File: src/rtl/core/spq_pkg.sv
// shared types and constants of the sorted priority queue
package spq_pkg;

    localparam int DEPTH  = 64;
    localparam int CNT_W  = $clog2(DEPTH + 1);
    localparam int DATA_W = 32;
    localparam int OCC_W  = 7;

    typedef enum logic {
        CMD_INSERT = 1'b0,
        CMD_REMOVE = 1'b1
    } t_cmd;

    typedef enum logic [1:0] {
        ST_OK    = 2'd0,
        ST_FULL  = 2'd1,
        ST_EMPTY = 2'd2
    } t_status;

    // per-cycle command broadcast to every cell
    typedef struct packed {
        logic ins;
        logic rem;
    } t_cell_ctl;

endpackage

File: src/rtl/core/spq_cell.sv
// one slot of the sorted chain with its local compare and shift mux
module spq_cell
    import spq_pkg::*;
(
    input  logic                      i_clk,
    input  t_cell_ctl                 i_ctl,
    input  logic                      i_occupied,
    input  logic signed [DATA_W-1:0]  i_new_data,
    input  logic signed [DATA_W-1:0]  i_new_prio,
    input  logic                      i_prev_gt,
    input  logic signed [DATA_W-1:0]  i_prev_data,
    input  logic signed [DATA_W-1:0]  i_prev_prio,
    input  logic signed [DATA_W-1:0]  i_next_data,
    input  logic signed [DATA_W-1:0]  i_next_prio,
    output logic                      o_gt,
    output logic signed [DATA_W-1:0]  o_data,
    output logic signed [DATA_W-1:0]  o_prio
);
    logic signed [DATA_W-1:0] r_data, n_data;
    logic signed [DATA_W-1:0] r_prio, n_prio;

    // new entry belongs at or ahead of this slot
    assign o_gt = !i_occupied || (i_new_prio > r_prio);

    always_comb begin
        n_data = r_data;
        n_prio = r_prio;
        if (i_ctl.ins && o_gt) begin
            if (i_prev_gt) begin
                n_data = i_prev_data;
                n_prio = i_prev_prio;
            end else begin
                n_data = i_new_data;
                n_prio = i_new_prio;
            end
        end else if (i_ctl.rem) begin
            n_data = i_next_data;
            n_prio = i_next_prio;
        end
    end

    always_ff @(posedge i_clk) begin
        r_data <= n_data;
        r_prio <= n_prio;
    end

    assign o_data = r_data;
    assign o_prio = r_prio;
endmodule

File: config.mk
export PLATFORM = sky130hd
export DESIGN_NAME = spq_cell
export DESIGN_NICKNAME = d
export VERILOG_FILES = /design/src/rtl/core/spq_pkg.sv /design/src/rtl/core/spq_cell.sv
export SDC_FILE = /design/constraint.sdc
export NUM_CORES = 1
export LEC_CHECK = 0
export ABC_AREA = 1
export BUFFER_PORTS_ARGS = -buffer_cell sky130_fd_sc_hd__buf_4
export CORE_MARGIN = 5
export CORE_UTILIZATION = 45
export DETAILED_ROUTE_END_ITERATION = 7
export PLACE_DENSITY = 0.82
export SLEW_MARGIN = 0
export SYNTH_ARGS = -nofsm -noshare
export SYNTH_HDL_FRONTEND = slang
export SYNTH_SLANG_ARGS = --single-unit
File: constraint.sdc
create_clock -name i_clk -period 4.5 [get_ports i_clk]
set_clock_uncertainty 0.2 [all_clocks]
set_input_delay 0.225 -clock i_clk [delete_from_list [all_inputs] [get_ports i_clk]]
set_output_delay 0.225 -clock i_clk [all_outputs]
set_load 0.02 [all_outputs]
==> results by group <==
Routing
  • WL met1: 5.29 mm
  • Via-to-Cell Ratio: 5.03
  • Max layer used: met4
  • DR vias: ~4,800
  • Pre-Repair DR Iteration Count: 5
  • # DRC: 0
  • ANT nets after route: 0
  • Drt wl/cell: around 17 microns
  • Total routed wirelength: 15.9 mm
  • Routed wl met3: between 1.5 and 2 mm
  • Metal2 WL: 8.40 mm
  • Drt initial violations: 239

Outcome
  • Outcome: finished, final reports clean

Setup path
  • Crit end category: primary output
  • CP Max Fanout: between 60 and 70
  • Worst Path Required: a little over 4 ns
  • Arrival @ worst endpoint: 2.85 ns
  • Reg2Reg Launch Point: o_prio[31]
  • Setup crit start: o_prio[31]
  • Worst Path Class, Setup: reg -> out
  • Startpoint types: flop

Clocking
  • Hold_buf cts: 64
  • H-tree depth: 3
  • CTS tree: built
  • Cts repair resizes: 0
  • Clk pin slew, worst setup/hold paths: approximately 0.070 ns
  • CTS root buf: clkbuf_8
  • TritonCTS Buffers: 9
  • Clk buf depth: 2
  • Clock Latency Late Sink: between 0.3 and 0.4 ns
  • CTS Sinks: 64
  • Post-CTS Setup Bufs: 0

Floorplanning
  • Core ar.: 0.00977 sq mm
  • # IOs: ~260
  • FP Rows: 36
  • DIE HEIGHT: roughly 110 microns
  • Initial core utilization: 0.462
  • Die Width: around 110 microns
  • Die ar.: about 0.012 sq mm

Placement
  • Placer Congestion: 0.843
  • Placed Cells: about 870
  • Dpl hpwl: around 11 mm
  • Port Buf Inserts: 261

Hold path
  • Hold path start: i_prev_prio[10]
  • HP Class: in -> reg

Synth
  • Yosys top cell area share: 0.425
  • Seq cells post-synth: 64
  • Biggest area consumer among synthesized cells: edfxtp_1
  • Synth unique cells: 19
  • Mapped Area: 0.00452 sq mm
  • Syn Inst Count: 500
  • YS warnings: 0
  • Top post-synthesis cells by area: edfxtp_1 (43%), mux2_2 (16%), nand2_1 (14%)
  • Post-synth EDFFs: 64
  • Top FF cell, synth: edfxtp_1
  • Sequential area share after synthesis: 0.425
  • Post-synth ARST share: 0
  • Top cells by count, synth: nand2_1 (169), nand3_1 (68), edfxtp_1 (64), mux2_2 (63), inv_1 (43)
  • Count leader, synth: nand2_1
  • Syn_area_per_cell: ~9 sq um
  • Syn Nets: between 700 and 800

Timing
  • Final Hold Vio Count: 0
  • Final period util: 0.728
  • Period minus WS final: 3.27 ns
  • Max_slew headroom: 0.438
  • Fmax: 305 MHz
  • WHS: 0.133 ns
  • RSZ-0062 raised after global routing: false
  • Worst Max-Slew Pin Slew: 0.843 ns
  • Setup TNS: 0 ns
  • Max Transition Viols Final: 0
  • # setup viols final: 0

Pwr
  • Pwr dens: 298 mW/mm^2
  • VDD IR-drop max: 0.177 mV
  • Static Leak: 3.72 nW

Layout
  • Area growth syn-to-layout: 62.1%
  • Antenna Cells: 0
  • Register area: between 0.0015 and 0.002 sq mm
  • Layout cells sized above 1: 0.422
  • Area occupied by multi-input gates: 0.00226 sq mm
  • Fill cells: about 640
  • Nets: roughly 1,000
  • Non-filler cells, final: between 900 and 1,000

Global routing
  • Vias in the first global route: around 5,200
  • GR Overflow Total: 0
  • Total track usage: 0.258
  • First-pass GRT wire length: 24.1 mm
  • Pin count of the biggest net entering global routing: 66
  • Initial antenna violation count: 0

Flow run
  • Max Cap Viol: 0
worst max-delay path: stages (launching register included):
cell,delay (ns)
edfxtp_1,0.34
inv_1,0.04
ha_1,0.33
nand2_1,0.11
nor2_2,0.14
nand2_1,0.09
nor3b_2,0.25
nand2_1,0.10
nand2_1,0.06
nand2_1,0.04
nand2_1,0.05
nand2_1,0.06
nand2_2,0.07
buf_4,0.57
buf_4,0.26
kinds of logic (layout without fill, tap and decap cells):
group | count (synthesis) | in the layout | share of synthesized area
AO/OA/AOI/OAI | 18 | 18 | 0.0210
multiplexers | 63 | 63 | 0.157
flip-flops | 64 | 64 | 0.425
buffers and inverters | 71 | 387 | 0.0750
AND/OR/NAND/NOR | 252 | 252 | 0.233
adder cells (fa/ha/maj) | 32 | 32 | 0.0886
final cells by class:
cell class / count / share of cell area
repair buffers: 328 / 0.360
multi-input cells: 365 / 0.309
flip-flops and latches: 64 / 0.262
well taps: 133 / 0.0227
inverters: 43 / 0.0220
clock buffers: 11 / 0.0179
clock inverters: 5 / 0.00649
power by group:
part	total (mW)	switching (mW)	internal, mW	leakage (nW)
clock network	0.466	0.214	0.251	0.0922
registers	0.822	0.0382	0.784	0.655
logic	0.893	0.479	0.414	2.98
total	2.18	0.731	1.45	3.72
state kept, by name, summed over array words and instances (netlist names):
register  cells
o_data       32
o_prio       32
stage by stage:
step / setup slack [ns] / instance area, sq um / util / power, mW
final: 1.23 / 7320 / 0.749 / 2.18
after detailed placement: 1.29 / 6500 / 0.665 / 1.68
after global placement: 1.40 / 6500 / 0.665 / 1.65
after floorplan: 0.553 / 4520 / - / 1.31
after global routing: 0.937 / 7320 / 0.749 / 2.30
after CTS: 1.17 / 7320 / 0.749 / 2.19
final timing paths:
check / cells after the start / endpoint / slack (ns)
max: 14 / o_gt / 1.23
min: 4 / o_prio[10] / 0.13
max reg2reg: 15 / o_data[14] / 1.36
min reg2reg: 10 / o_prio[11] / 1.39
cells in the final DEF, fill, tap and decap left out:
cell           synthesis  layout
buf_4                  5     263
nand2_1              169     168
nand3_1               68      68
dlygate4sd3_1          0      64
edfxtp_1              64      64
mux2_2                63      63
inv_1                 43      43
ha_1                  32      32
a21oi_1               13      13
nor2_1                 9       9
clkbuf_8               0       9
o21ai_0                3       3
nand2_2                2       3
nand4_1                2       2
clkinv_1               0       2
clkbuf_1              15       2
clkinv_2               0       2
a21o_1                 1       1
nor2_2                 1       1
nor3b_2                1       1
o21a_1                 1       1
bufinv_16              0       1
buf_12                 0       1
per-layer routing:
| metal | vias up | track usage |
|---|---|---|
| li1 | 2314 | - |
| met1 | 2160 | 0.262 |
| met2 | 240 | 0.476 |
| met3 | 56 | 0.0745 |
| met4 | 0 | 0.132 |
| met5 | - | 0 |
Power figures use the tool's default switching activity.
